==> src/rtl/core/rpt_pkg.sv <==
// Package: shared constants, types and codes for the rectangle placement table.
`default_nettype none

package rpt_pkg;

   // Table depth and derived widths
   localparam int MAX_RECTS = 64;
   localparam int IDX_W     = $clog2(MAX_RECTS);
   localparam int CNT_W     = $clog2(MAX_RECTS + 1);

   // Coordinate widths
   localparam int LEFT_W   = 16;
   localparam int RIGHT_W  = 17;
   localparam int WIDTH_W  = 15;
   localparam int HEIGHT_W = 15;
   localparam int COORD_W  = 21;
   localparam int DIFF_W   = COORD_W + 1;
   localparam int STATUS_W = 2;

   // Lowest coordinate that may be stored, at the width of p - H
   localparam logic signed [DIFF_W-1:0] COORD_MIN = -(DIFF_W'(1) <<< (COORD_W - 1));

   // Request commands
   localparam logic CMD_RESERVE = 1'b0;
   localparam logic CMD_CLEAR   = 1'b1;

   // Result status codes
   localparam logic [STATUS_W-1:0] STATUS_OK   = 2'd0;
   localparam logic [STATUS_W-1:0] STATUS_FULL = 2'd1;
   localparam logic [STATUS_W-1:0] STATUS_LOW  = 2'd2;

   // One stored rectangle
   typedef struct packed {
      logic [LEFT_W-1:0]  left;
      logic [RIGHT_W-1:0] right;
      logic [COORD_W-1:0] bottom;
      logic [COORD_W-1:0] top;
   } rpt_entry_type;

   // Controller states
   typedef enum logic [2:0] {
      S_IDLE,
      S_START,
      S_SCAN,
      S_DRAIN,
      S_CHECK,
      S_DONE
   } rpt_state_type;

   // Controller to datapath commands
   typedef struct packed {
      logic load;        // capture request word, seed p
      logic pass_start;  // rewind scan address, clear moved flag
      logic read;        // read entry at scan address, advance
      logic finish;      // write result word, store or clear
   } rpt_cmd_type;

   // Datapath to controller status
   typedef struct packed {
      logic is_clear;
      logic count_zero;
      logic last_addr;
      logic moved;
      logic out_free;
   } rpt_stat_type;

endpackage

`default_nettype wire

==> src/rtl/core/rpt_ctrl.sv <==
// Controller: sequences load, scan passes and result write-back.
`default_nettype none

module rpt_ctrl import rpt_pkg::*; (
   input  wire logic         clock,
   input  wire logic         reset,
   input  wire logic         req_valid,
   output logic              req_ready,
   input  wire rpt_stat_type stat,
   output rpt_cmd_type       cmd
);

   rpt_state_type state_ff, state_in;

   // State register
   always_ff @(posedge clock) begin
      if (reset) begin
         state_ff <= S_IDLE;
      end else begin
         state_ff <= state_in;
      end
   end

   // Next state and commands
   always_comb begin
      state_in  = state_ff;
      cmd       = '0;
      req_ready = 1'b0;
      unique case (state_ff)
         S_IDLE: begin
            req_ready = 1'b1;
            if (req_valid) begin
               cmd.load = 1'b1;
               state_in = S_START;
            end
         end
         S_START: begin
            if (stat.is_clear || stat.count_zero) begin
               state_in = S_DONE;
            end else begin
               cmd.pass_start = 1'b1;
               state_in       = S_SCAN;
            end
         end
         S_SCAN: begin
            cmd.read = 1'b1;
            if (stat.last_addr) begin
               state_in = S_DRAIN;
            end
         end
         // let the last read of the pass be checked
         S_DRAIN: begin
            state_in = S_CHECK;
         end
         S_CHECK: begin
            if (stat.moved) begin
               cmd.pass_start = 1'b1;
               state_in       = S_SCAN;
            end else begin
               state_in = S_DONE;
            end
         end
         S_DONE: begin
            if (stat.out_free) begin
               cmd.finish = 1'b1;
               state_in   = S_IDLE;
            end
         end
         default: begin
            state_in = S_IDLE;
         end
      endcase
   end

endmodule

`default_nettype wire

==> config.mk <==
export PLATFORM = sky130hd
export DESIGN_NAME = rpt_ctrl
export DESIGN_NICKNAME = d
export VERILOG_FILES = /design/src/rtl/core/rpt_pkg.sv /design/src/rtl/core/rpt_ctrl.sv
export SDC_FILE = /design/constraint.sdc
export NUM_CORES = 1
export LEC_CHECK = 0
export ABC_AREA = 1
export BUFFER_PORTS_ARGS = -buffer_cell sky130_fd_sc_hd__buf_2
export CAP_MARGIN = 20
export CORE_AREA = 3 3 40 42
export DETAILED_ROUTE_END_ITERATION = 7
export DIE_AREA = 0 0 43 45
export GPL_TIMING_DRIVEN = 0
export HOLD_SLACK_MARGIN = 0.05
export PLACE_DENSITY = 0.39
export SLEW_MARGIN = 30
export SYNTH_ARGS = -nofsm -noshare
export SYNTH_HDL_FRONTEND = slang
export SYNTH_SLANG_ARGS = --single-unit
==> constraint.sdc <==
create_clock -name clock -period 1 [get_ports clock]
set_input_delay 0.2 -clock clock [delete_from_list [all_inputs] [get_ports clock]]
set_output_delay 0.2 -clock clock [all_outputs]
set_load 0.03 [all_outputs]
Word-level counts from Yosys, hierarchy flattened
Index checks and enable logic that the tools add are counted.

Bits in registers: 3. Bits in latches: 0. Bits in writable memories: 0. Memory bits (read-only): 0. Bits of input ports: 8. Output and inout bits: 5. Logic and storage cells: 27. Memories: 0.

$add $sub $neg: 0. $mul: 0. Div/mod/pow operators: 0. Magnitude comparators: 0. Eq/ne operators: 8. Shifts and indexed selects: 0. Mux-type cells: 15. Bitwise logic cells: 0. Reduce and logical (&&, ||, !) cells: 3.

Operators with widths (number): $pmux 3 s6 (1); $mux 3 (5); $mux 1 (8); $eq 3x2->1 const B (2); $eq 3x3->1 const B (2); $ne 2x2->1 const B (3); $eq 3x1->1 const B (1); $logic_not 3->1 (1); $reduce_and 3->1 (1); $pmux 1 s2 (1); $logic_or 1x1->1 (1).

Depth between registers and ports, before layout
Depth after elaboration: 3. Mapped depth: 6. Gate-level depth less buffers: 6.

Least setup slack after synthesis
OpenSTA, ideal clock, no wires.

Kind: reg2out. Start point: register state_ff[1]. End point: output cmd[3] (netlist name). Arrival time: 1.213 ns. Required time: 0.800 ns. Slack: -0.413 ns. Stages on the path, launching flop included: 4. Buffers on the path: 0. Cell sequence: dfxtp_1 -> nor2_2 -> inv_1 -> nor3_1.

RTL lines: start, declared (RTL line rpt_ctrl.sv:13) `rpt_state_type state_ff, state_in;`; start signal, assigned (RTL line rpt_ctrl.sv:20) `state_ff <= state_in;`; end, declared (RTL line rpt_ctrl.sv:10) `output rpt_cmd_type cmd`.

==> impl_results.md <==
* Status: complete, but fails checks
* Failing checks: negative setup slack
* Post-route setup TNS at -1.36 ns
* Hold buffer count at CTS at 0
* Avg Cell Area, Syn at 5.82 µm²
* Clock Tree Root: clkbuf_4
* YS warnings at 0
* Power per cell area at 2360 nW/µm²
* Min Hold Slack at 0.136 ns
* DR vias at 303
* Worst-path clk slew at 0.03 ns
* GRT overflow at 0
* Final Non-Filler Cells at 76
* Final Cycle Share at 129%
* Wirelength per Cell at 7.79 µm
* NumNets Final at 70
* Placement Rows at 13
* Placed cell area at 363 µm²
* TritonCTS clock tree: built
* DP HPWL at 462 µm
* Tot Pwr at 1.08 mW
* Die Area at 1940 µm²
* Residual DRC at 0
* CTS HTree Levels at 1
* First drt pass iteration count at 4
* Placed cell count at 70
* Final antenna-violating net count at 0
* Die height at 45 µm
* Worst Skew at 0.000453 ns
* Global-route wire length before repair at 1010 µm
* Finished Cell Area at 458 µm²
* Final slew viol count at 0
* Syn nets at 51
* Crit path launch type: register
* Gpl congestion at 0.687
* Largest Register: state_ff
* Hold Path Class: input pin to register
* Vias in the first global route at 298
* DRT iter0 DRCs at 4
* Final Hold Fails at 0
* Initial antenna violation count at 0
* Min-Delay Path Depth at 2
* VDD IR-drop max at 693 µV
* Starting Density at 19.5%
* Top Registers: state_ff (3)
* Max clock buf depth at 2
* Clock Latency Late Sink at 0.23 ns
* R2R cell count at 5
* Io pins at 13
* Share of layout cells above drive strength 1 at 55.7%
* Number of flip-flops in the largest register at 3
* Die Width at 43 µm
* Peak Freq at 0.776 GHz
* N_diodes at 0
* I/O Buffers at 12
* # setup viols final at 6
* Total CTS buffers at 3
* RSZ-0062 raised after global routing: true
* Core area at 1280 µm²
* Critical Path RT at 0.80 ns
* Netlist cell types at 13
* CP Class: register to primary output
* Routed vias/inst at 3.99
* Area of the mapped netlist at 250 µm²
* CP endpoint kind: primary output
* Post-synthesis sequential area ratio at 24.0%
* Count of state elements after synthesis at 3
* Max-slew headroom at 87.9%
* Least-Margin Pin Slew at 0.181 ns
* Synthesis-to-layout area growth at 83.0%
* Setup ws final at -0.289 ns
* Wirelength, routed at 592 µm
* Pin count of the biggest net entering global routing at 8
* Max-Cap Viols at 0
* Fin crit period at 1.29 ns
* Worst Path Max Fanout at 5
* Clock sinks at 3
* Gate count after technology mapping at 43
* All-Layer GR Usage at 6.91%
* CP arrival at 1.09 ns
* Lkg Pwr at 0.245 nW
[metrics by stage]
| step | utilization, % | setup WS [ns] |
|---|---|---|
| 4_1_cts | 34.9 | -0.294 |
| 6_report | 35.6 | -0.289 |
| 2_1_floorplan | - | -0.0701 |
| 3_3_place_gp | 28.2 | -0.200 |
| 3_5_place_dp | 28.2 | -0.191 |
| 5_1_grt | 35.6 | -0.336 |
[cells in the final DEF (no fill, tap or decap), types with 2 or more instances in the layout]
cell      count
buf_6         4
nand2_1       4
inv_2         2
clkbuf_4      3
inv_1        11
buf_4         3
dfxtp_4       3
nand3_1       6
nor2_2        3
nor2_4        3
nand3b_1      2
o21ai_1       2
buf_2         7
[Yosys cell counts]
library cell | count | area share, %
inv_1 | 13 | 20
a21oi_2 | 1 | 3.5
nor2_1 | 3 | 4.5
o21ai_1 | 1 | 2.0
dfxtp_1 | 3 | 24
nand3b_1 | 2 | 6.0
o21ai_0 | 1 | 2.0
nand3_1 | 7 | 14
o21ai_2 | 1 | 3.5
inv_2 | 1 | 1.5
nor2_2 | 4 | 10
nand2_1 | 5 | 7.5
nor3_1 | 1 | 2.0
[cell type report]
| type | instances | area [µm²] |
|---|---|---|
| Tap cell | 15 | 18.8 |
| Multi-Input combinational cell | 26 | 184 |
| Fill cell | 149 | 827 |
| Clock buffer | 4 | 26.3 |
| Inverter | 14 | 55.1 |
| Sequential cell | 3 | 71.3 |
| Timing Repair Buffer | 14 | 103 |
[where the power goes]
part	switching [mW]	internal, mW	leakage (nW)	total, mW
clock	0.0557	0.149	0.0150	0.205
combinational	0.346	0.275	0.203	0.621
sequential	0.0825	0.171	0.0267	0.254
total	0.484	0.595	0.245	1.08
[final timing paths]
path	from	endpoint	slack [ns]
min reg2reg	state_ff[1]	state_ff[1]	0.65
max reg2reg	state_ff[1]	state_ff[0]	-0.05
min	reset	state_ff[0]	0.14
max	state_ff[0]	cmd[2]	-0.29
[kinds of logic after synthesis]
| kind of cell | synth area share (%) |
|---|---|
| buffers and inverters | 21.0 |
| DFF | 24.0 |
| and+or+nand+nor | 44.0 |
| AOI/OAI and AO/OA | 11.0 |
[metal layers]
metal  global-route usage (%)  routed length [µm]
met4                     5.42                   0
met3                     1.20                  28
met2                     12.3                 313
met1                     7.23                 250
met5                        0                   0
[repair_timing]
action,4_1_cts,5_1_grt
hold endpoints to repair,0,0
buffers inserted,1,1
setup endpoints to repair,7,8
gates resized for setup,17,2
pin swaps,4,1
[worst max-delay path: stages, from the launching register on]
cell,delay [ns]
dfxtp_4,0.38
inv_2,0.05
nor2_4,0.08
nand2_2,0.06
o21ai_4,0.14
buf_6,0.15
No activity file was read; power rests on OpenSTA's default activity.
