## config.mk

```make
export PLATFORM = sky130hd
export DESIGN_NAME = rpt_dpath
export DESIGN_NICKNAME = d
export VERILOG_FILES = /design/src/rtl/core/rpt_pkg.sv /design/src/rtl/core/rpt_dpath.sv
export SDC_FILE = /design/constraint.sdc
export NUM_CORES = 2
export LEC_CHECK = 0
export BUFFER_PORTS_ARGS = -buffer_cell sky130_fd_sc_hd__buf_2
export CORE_MARGIN = 2
export CORE_UTILIZATION = 50
export DETAILED_ROUTE_END_ITERATION = 10
export PLACE_DENSITY = 0.69
export SKIP_CTS_REPAIR_TIMING = 1
export SLEW_MARGIN = 30
export SYNTH_ARGS = -nofsm -noshare
export SYNTH_HDL_FRONTEND = slang
export SYNTH_MEMORY_MAX_BITS = 65536
export SYNTH_SLANG_ARGS = --single-unit
```

## constraint.sdc

```tcl
create_clock -name clock -period 17.4 [get_ports clock]
set_input_delay 3.48 -clock clock [delete_from_list [all_inputs] [get_ports clock]]
set_output_delay 3.48 -clock clock [all_outputs]
set_load 0.02 [all_outputs]
```

## src/rtl/core/rpt_pkg.sv

```systemverilog
// Package: shared constants, types and codes for the rectangle placement table.
`default_nettype none

package rpt_pkg;

   // Table depth and derived widths
   localparam int MAX_RECTS = 64;
   localparam int IDX_W     = $clog2(MAX_RECTS);
   localparam int CNT_W     = $clog2(MAX_RECTS + 1);

   // Coordinate widths
   localparam int LEFT_W   = 16;
   localparam int RIGHT_W  = 17;
   localparam int WIDTH_W  = 15;
   localparam int HEIGHT_W = 15;
   localparam int COORD_W  = 21;
   localparam int DIFF_W   = COORD_W + 1;
   localparam int STATUS_W = 2;

   // Lowest coordinate that may be stored, at the width of p - H
   localparam logic signed [DIFF_W-1:0] COORD_MIN = -(DIFF_W'(1) <<< (COORD_W - 1));

   // Request commands
   localparam logic CMD_RESERVE = 1'b0;
   localparam logic CMD_CLEAR   = 1'b1;

   // Result status codes
   localparam logic [STATUS_W-1:0] STATUS_OK   = 2'd0;
   localparam logic [STATUS_W-1:0] STATUS_FULL = 2'd1;
   localparam logic [STATUS_W-1:0] STATUS_LOW  = 2'd2;

   // One stored rectangle
   typedef struct packed {
      logic [LEFT_W-1:0]  left;
      logic [RIGHT_W-1:0] right;
      logic [COORD_W-1:0] bottom;
      logic [COORD_W-1:0] top;
   } rpt_entry_type;

   // Controller states
   typedef enum logic [2:0] {
      S_IDLE,
      S_START,
      S_SCAN,
      S_DRAIN,
      S_CHECK,
      S_DONE
   } rpt_state_type;

   // Controller to datapath commands
   typedef struct packed {
      logic load;        // capture request word, seed p
      logic pass_start;  // rewind scan address, clear moved flag
      logic read;        // read entry at scan address, advance
      logic finish;      // write result word, store or clear
   } rpt_cmd_type;

   // Datapath to controller status
   typedef struct packed {
      logic is_clear;
      logic count_zero;
      logic last_addr;
      logic moved;
      logic out_free;
   } rpt_stat_type;

endpackage

`default_nettype wire

```

## src/rtl/core/rpt_dpath.sv

```systemverilog
// Datapath: entry memory, conflict check, search position and result register.
`default_nettype none

module rpt_dpath import rpt_pkg::*; (
   input  wire logic                        clock,
   input  wire logic                        reset,
   input  wire rpt_cmd_type                 cmd,
   output rpt_stat_type                     stat,
   input  wire logic                        req_command,
   input  wire logic signed [LEFT_W-1:0]    req_left_edge,
   input  wire logic        [WIDTH_W-1:0]   req_span_width,
   input  wire logic signed [LEFT_W-1:0]    req_start_bottom,
   input  wire logic        [HEIGHT_W-1:0]  req_box_height,
   output logic                             rsp_valid,
   input  wire logic                        rsp_ready,
   output logic signed [COORD_W-1:0]        rsp_placed_bottom,
   output logic        [STATUS_W-1:0]       rsp_status
);

   rpt_entry_type mem [MAX_RECTS];

   logic                        clear_ff;
   logic signed [LEFT_W-1:0]    left_ff;
   logic signed [RIGHT_W-1:0]   right_ff, right_in;
   logic        [HEIGHT_W-1:0]  hgt_ff;
   logic signed [COORD_W-1:0]   p_ff, p_in;
   logic                        moved_ff, moved_in;
   logic        [IDX_W-1:0]     addr_ff, addr_in;
   logic        [CNT_W-1:0]     count_ff, count_in;
   rpt_entry_type               rd_data_ff;
   logic                        rd_valid_ff;
   logic                        rsp_valid_ff, rsp_valid_in;
   logic signed [COORD_W-1:0]   rsp_bottom_ff, rsp_bottom_in;
   logic        [STATUS_W-1:0]  rsp_status_ff, rsp_status_in;

   logic signed [DIFF_W-1:0]    p_less_h;
   logic                        x_ov, y_ov, hit;
   logic                        full, below, mem_we;
   rpt_entry_type               wr_entry;

   // Right edge of the incoming request
   assign right_in = $signed({req_left_edge[LEFT_W-1], req_left_edge})
                   + $signed({2'b00, req_span_width});

   // Conflict check of the entry read last cycle against current p
   always_comb begin
      p_less_h = $signed({p_ff[COORD_W-1], p_ff}) - $signed({7'b0, hgt_ff});
      x_ov = ($signed(rd_data_ff.right) > $signed({left_ff[LEFT_W-1], left_ff}))
          && (($signed({rd_data_ff.left[LEFT_W-1], rd_data_ff.left}) < right_ff)
              || ($signed(rd_data_ff.left) <= left_ff));
      y_ov = ($signed({rd_data_ff.bottom[COORD_W-1], rd_data_ff.bottom}) > p_less_h)
          && ($signed(rd_data_ff.top) < p_ff);
      hit  = rd_valid_ff && x_ov && y_ov;
   end

   // Search position, moved flag and scan address
   always_comb begin
      p_in     = p_ff;
      moved_in = moved_ff;
      addr_in  = addr_ff;
      if (cmd.load) begin
         p_in = COORD_W'(req_start_bottom);
      end else if (hit) begin
         p_in = $signed(rd_data_ff.top);
      end
      if (cmd.pass_start) begin
         moved_in = 1'b0;
         addr_in  = '0;
      end else begin
         if (hit) begin
            moved_in = 1'b1;
         end
         if (cmd.read) begin
            addr_in = addr_ff + IDX_W'(1);
         end
      end
   end

   // Result, store decision and output register
   always_comb begin
      full          = (count_ff == CNT_W'(MAX_RECTS));
      below         = (p_less_h < COORD_MIN);
      mem_we        = 1'b0;
      count_in      = count_ff;
      rsp_valid_in  = rsp_valid_ff;
      rsp_bottom_in = rsp_bottom_ff;
      rsp_status_in = rsp_status_ff;
      wr_entry.left   = left_ff;
      wr_entry.right  = right_ff;
      wr_entry.bottom = p_ff;
      wr_entry.top    = p_less_h[COORD_W-1:0];
      if (rsp_ready) begin
         rsp_valid_in = 1'b0;
      end
      if (cmd.finish) begin
         rsp_valid_in = 1'b1;
         if (clear_ff) begin
            count_in      = '0;
            rsp_bottom_in = '0;
            rsp_status_in = STATUS_OK;
         end else begin
            rsp_bottom_in = p_ff;
            priority if (full) begin
               rsp_status_in = STATUS_FULL;
            end else if (below) begin
               rsp_status_in = STATUS_LOW;
            end else begin
               rsp_status_in = STATUS_OK;
               mem_we        = 1'b1;
               count_in      = count_ff + CNT_W'(1);
            end
         end
      end
   end

   // Control registers
   always_ff @(posedge clock) begin
      if (reset) begin
         count_ff     <= '0;
         rsp_valid_ff <= 1'b0;
         rd_valid_ff  <= 1'b0;
         moved_ff     <= 1'b0;
         addr_ff      <= '0;
      end else begin
         count_ff     <= count_in;
         rsp_valid_ff <= rsp_valid_in;
         rd_valid_ff  <= cmd.read;
         moved_ff     <= moved_in;
         addr_ff      <= addr_in;
      end
   end

   // Payload registers
   always_ff @(posedge clock) begin
      if (cmd.load) begin
         clear_ff <= (req_command == CMD_CLEAR);
         left_ff  <= req_left_edge;
         right_ff <= right_in;
         hgt_ff   <= req_box_height;
      end
      p_ff          <= p_in;
      rsp_bottom_ff <= rsp_bottom_in;
      rsp_status_ff <= rsp_status_in;
   end

   // Entry memory: one write port, one registered read port
   always_ff @(posedge clock) begin
      if (mem_we) begin
         mem[count_ff[IDX_W-1:0]] <= wr_entry;
      end
      if (cmd.read) begin
         rd_data_ff <= mem[addr_ff];
      end
   end

   // Status to controller
   assign stat.is_clear   = clear_ff;
   assign stat.count_zero = (count_ff == '0);
   assign stat.last_addr  = ((CNT_W'(addr_ff) + CNT_W'(1)) == count_ff);
   assign stat.moved      = moved_ff;
   assign stat.out_free   = !rsp_valid_ff || rsp_ready;

   assign rsp_valid         = rsp_valid_ff;
   assign rsp_placed_bottom = rsp_bottom_ff;
   assign rsp_status        = rsp_status_ff;

endmodule

`default_nettype wire

```

# After elaboration in Yosys (flattened, before gate mapping)

Memories as Yosys holds them, arrays and structs flattened. A register that Yosys moved wholly into a read port is not among the register bits.
Index checks and enable logic that the tools add are counted.

Register bits: 109
Latch bits: 0
RAM bits: 4800
Memory bits (read-only): 0
Bits of input ports: 70
Word-level logic and storage cells: 57
Memories: 1

Add/sub/neg operators: 5
$mul: 0
Div/mod/pow operators: 0
Order comparisons: 6
Equal/unequal tests: 4
Shift-type cells: 0
Mux-type cells: 15
Bitwise logic cells: 0
Reductions and logical operators: 13

Memory list:

| memory | depth | width | rd ports | clocked after memory_dff | write ports | line            | text |
|---|---|---|---|---|---|---|---|
| mem    | 64    | 75    | 1        | 1                        | 1           | rpt_dpath.sv:20 | `rpt_entry_type mem [MAX_RECTS];` |

Operators by type and width:

| cell                   | number |
|---|---|
| $mux W21               | 2 |
| $gt A21 B22 Y1         | 1 |
| $lt A22 B21 Y1 const B | 1 |
| $sub A21 B16 Y22       | 1 |
| $lt A21 B21 Y1         | 1 |
| $mux W7                | 3 |
| $add A16 B16 Y17       | 1 |
| $gt A17 B16 Y1         | 1 |
| $lt A16 B17 Y1         | 1 |
| $le A16 B16 Y1         | 1 |
| $mux W1                | 9 |
| $add A6 B1 Y7 const B  | 1 |
| $add A7 B1 Y7 const B  | 1 |
| $eq A7 B7 Y1           | 1 |
| $eq A7 B7 Y1 const B   | 1 |
| $logic_not A7 Y1       | 1 |
| $add A6 B1 Y6 const B  | 1 |
| $logic_and A1 B1 Y1    | 4 |
| $ne A2 B2 Y1 const B   | 2 |
| $reduce_bool A2 Y1     | 2 |
| $reduce_or A2 Y1       | 2 |
| $reduce_and A3 Y1      | 1 |
| $logic_or A1 B1 Y1     | 2 |
| $mux W2                | 1 |
| $logic_not A1 Y1       | 1 |

# Logic depth before layout (Yosys ltp)

Depth after elaboration: 8
Mapped depth: 20

# Worst setup path before layout

OpenSTA, ideal clock, no wires.

Path kind: input to register
From: input port cmd[0] (netlist bit)
To: memory mem[22][0] (netlist bit), enable pin
Setup time: 0.693 ns
Arrival: 10.774 ns
Slack: 5.933 ns
Cell stages on the path: 2
Path buffers: 0
Cell sequence: nand4_1 nor4_1

Longest elaborated chain between the ends: 3

RTL lines:

| item                          | line             | text |
|---|---|---|
| from (decl)                   | rpt_dpath.sv:7   | `input wire rpt_cmd_type cmd,` |
| $mux W1                       | rpt_dpath.sv:95  | `if (cmd.finish) begin` |
| $mux W1                       | rpt_dpath.sv:148 | `if (mem_we) begin` |
| $mux W1 (not written as such) | rpt_dpath.sv:149 | `mem[count_ff[IDX_W-1:0]] <= wr_entry;` |
| to (decl)                     | rpt_dpath.sv:20  |  |

Every way passes these cells.

==> flow_summary_export.csv <==
group,metric,value,unit
global_routing,grt_pass1_wl,683,mm
outcome,status,"completed",
power_and_ir_drop,cellLeakagePower,0.0650,µW
setup_path,rrSetupSlack,10.07,ns
detailed_routing,wl_met3,47.9,mm
hold_path,worstHoldEndpoint,"rsp_valid$_SDFFE_PP0P_",
setup_path,rr_worst_depth,13,
clock_network,path_clk_slew,0.07,ns
die,die_y,623,µm
setup_path,cp_slowest_cell,"dfxtp_4",
detailed_routing,drc,0,
job,maxCapViolations,0,
hold_path,hold_path.class,"reg2reg",
die,fp.dieArea,389000,µm²
logic_synthesis,yosysWarnings,0,
logic_synthesis,syn-num-nets,7903,
placement,numPortBuffers,98,
hold_path,min-delay-start,"rsp_valid$_SDFFE_PP0P_",
cells_and_area,multiInputGateArea,40800,µm²
timing,relSlewSlack,0.249,
setup_path,worst_setup_path_start_kind,"register",
logic_synthesis,synthCells,7708,
power_and_ir_drop,p_sw,5530,µW
setup_path,crit_chain,"buf_12 -> buf_16 -> and3_1 -> and4_1 -> nand2_1 -> o21ai_0 -> and3_1 -> buf_2",
detailed_routing,drt-total-wl,484,mm
timing,report.final.slew_viol_count,0,
die,rows,227,
detailed_routing,drt_pass1_iterations,5,
setup_path,critPathCaptureType,"output port",
clock_network,cts-root-buf,"clkbuf_16",
setup_path,cp_data_arrival_time,4.03,ns
logic_synthesis,synth-edff-count,4968,
logic_synthesis,syn_area_per_cell,24.9,µm²
timing,fmax,0.133,GHz
power_and_ir_drop,power_density,117,nW/µm²
power_and_ir_drop,power,25200,µW
detailed_routing,drtIter0Drc,12696,
detailed_routing,vias,88606,
global_routing,grt-ovfl-total,0,
clock_network,htreeDepth,5,
detailed_routing,ant_nets,0,
setup_path,path_delay_family,"buffers and inverters",
cells_and_area,fillers,26776,
power_and_ir_drop,switching_share,0.219,
detailed_routing,wl_met2,238,mm
die,initial_core_util,0.502,
setup_path,cpPeakStageDelay,0.91,ns
timing,whs,0.509,ns
power_and_ir_drop,power_frac_seq,0.547,
setup_path,critPathMaxFanout,46,
global_routing,antenna_found_initial,23,
setup_path,crit_required,13.92,ns
clock_network,worstSkewPairLatency,1.02,ns
die,core,382000,µm²
clock_network,clk_path_buf_depth,4,
timing,finalCritPeriodShare,0.432,
clock_network,cts_tree,"built",
logic_synthesis,ys_async_sr_fraction,0,
die,pin_count,99,
placement,place_hpwl,268,mm
global_routing,grt_pass1_vias,88817,
logic_synthesis,synth_seq_area_share,0.780,
detailed_routing,vias_per_cell,6.50,
clock_network,cts_sinks,4984,
global_routing,grt_usage,0.249,
timing,tns,0,ns
cells_and_area,drive_gt1_frac,0.318,
setup_path,worst_r2r_endpoint,"mem[43][36]$_DFFE_PP_",
timing,worst_pin_slew,1.13,ns
clock_network,cts_made_buffers,469,
detailed_routing,wl_per_cell,35.5,µm
timing,timing.final.ws_setup,9.89,ns
die,dieWidth,623,µm
timing,rsz0062_at_grt,"false",
detailed_routing,wl_met1,179,mm
logic_synthesis,ys_ff_latch,4984,
placement,gp_congestion,0.877,
setup_path,cpMostUsedCell,"and3_1",
cells_and_area,fin_nets,8383,
cells_and_area,area_growth,12.2,%
setup_path,worstSetupPathType,"reg2out",
placement,place_ws,9.41,ns
power_and_ir_drop,internal-power,19700,µW
global_routing,grt_max_degree,144,
cells_and_area,regArea,150000,µm²
timing,finalSetupViolations,0,
logic_synthesis,synthesis.area,192000,µm²
detailed_routing,dr.max_layer_used,"met5",
power_and_ir_drop,pwr-share-comb,0.060,
setup_path,critPathBufInv,3,
power_and_ir_drop,clkPwrFrac,0.393,
setup_path,cp.depth,8,
timing,period_minus_slack,7.51,ns
logic_synthesis,synthDistinctLibCells,70,
hold_path,hold_depth,2,
logic_synthesis,ys.flop_type,"edfxtp_1",
timing,hold_viol,0,
power_and_ir_drop,vdd_ir_drop_max,0.101,mV
setup_path,worstReg2RegStart,"p_ff[1]$_DFFE_PP_",
timing,skew,0.0676,ns
-- how the worst max path moves through the flow --
stage | to | from | slack (ns)
after floorplan | mem[22][0]$_DFFE_PP_ | cmd[0] | 5.93
after global placement | mem[43][30]$_DFFE_PP_ | cmd[0] | 9.46
after detailed placement | mem[43][30]$_DFFE_PP_ | cmd[0] | 9.41
after CTS | stat[2] | addr_ff[2]$_SDFFE_PP0P_ | 9.76
after global routing | stat[2] | addr_ff[2]$_SDFFE_PP0P_ | 9.67
final | stat[2] | addr_ff[2]$_SDFFE_PP0P_ | 9.89
-- final cells by class --
class,instances,area share
flip-flops and latches,4984,0.695
well taps,5038,0.0293
multi-input cells,2225,0.189
inverters,117,0.00208
clock buffers,579,0.0571
clock inverters,282,0.0120
diodes,23,0.000267
repair buffers,391,0.0150
-- logic make-up after synthesis --
family	synth area share
compound gates	0.00635
fa+ha+maj	0.00823
buf+inv	0.0109
mux	0.186
simple gates	0.00701
flops	0.780
xor+xnor	0.00192
-- Yosys cell counts (all sizes together) (11+ instances only) --
master     n  area [µm²]
a21o      18         135
a21oi     53         265
a31oi     11        75.1
buf      165         830
clkbuf   217         817
dfxtp     16         320
edfxtp  4968      149000
ha       123        1540
inv      117         439
mux2      15         169
mux4    1575       35500
nand2     33         124
nand3     14        70.1
nand4     21         131
nor2     120         450
nor2b     11        68.8
nor3      18        90.1
o21ai     45         225
or3       12        75.1
xnor2     31         272
xor2      11        96.3
-- power by group through the flow --
| stage | combinational (µW) | sequential (µW) | clock (µW) |
|---|---|---|---|
| 2_1_floorplan | 707 | 14200 | 0 |
| 3_3_place_gp | 1460 | 14000 | 0 |
| 3_5_place_dp | 1530 | 14100 | 0 |
| 4_1_cts | 1530 | 13800 | 10100 |
| 5_1_grt | 1630 | 13800 | 10500 |
| 6_report | 1520 | 13800 | 9930 |
-- registers in the layout, summed over array words and instances (netlist names) --
register,flops
right_ff,17
rsp_valid,1
mem,4800
left_ff,16
rd_valid_ff,1
p_ff,21
rsp_placed_bottom,21
moved_ff,1
rd_data_ff,75
rsp_status,2
clear_ff,1
hgt_ff,15
count_ff,7
addr_ff,6
-- tightest hold or removal path, delay by kind of cell (launching register included) --
family | cells | cell delay, ns
simple gates | 1 | 0.09
flops | 1 | 0.31
compound gates | 1 | 0.07
-- metal layers --
metal,global-route usage,up-vias
met3,0.0432,742
li1,-,34522
met1,0.345,48349
met5,0,-
met2,0.405,4989
met4,0.0869,4
-- placed cells by master (no fill, tap or decap), types with 14 or more instances in the layout --
cell / n
a21o_1: 18
clkbuf_16: 472
buf_4: 250
o21ai_0: 43
buf_2: 96
diode_2: 23
bufinv_16: 36
clkinv_2: 88
nor2_4: 55
buf_16: 16
inv_1: 114
ha_1: 123
a21oi_1: 50
nand2_1: 33
nand4_1: 21
clkinv_1: 114
xnor2_1: 21
nor2_1: 65
clkbuf_1: 99
nand3_1: 14
mux2_2: 15
edfxtp_1: 4968
mux4_2: 1575
buf_6: 17
-- stage by stage --
step	instance area [µm²]	util	std cells
floorplan	192000	-	7708
global placement	200000	0.523	12735
global route	215000	0.563	13628
CTS	215000	0.562	13605
finish	215000	0.563	13639
detailed placement	200000	0.523	12744
(Power assumes the default switching activity.)
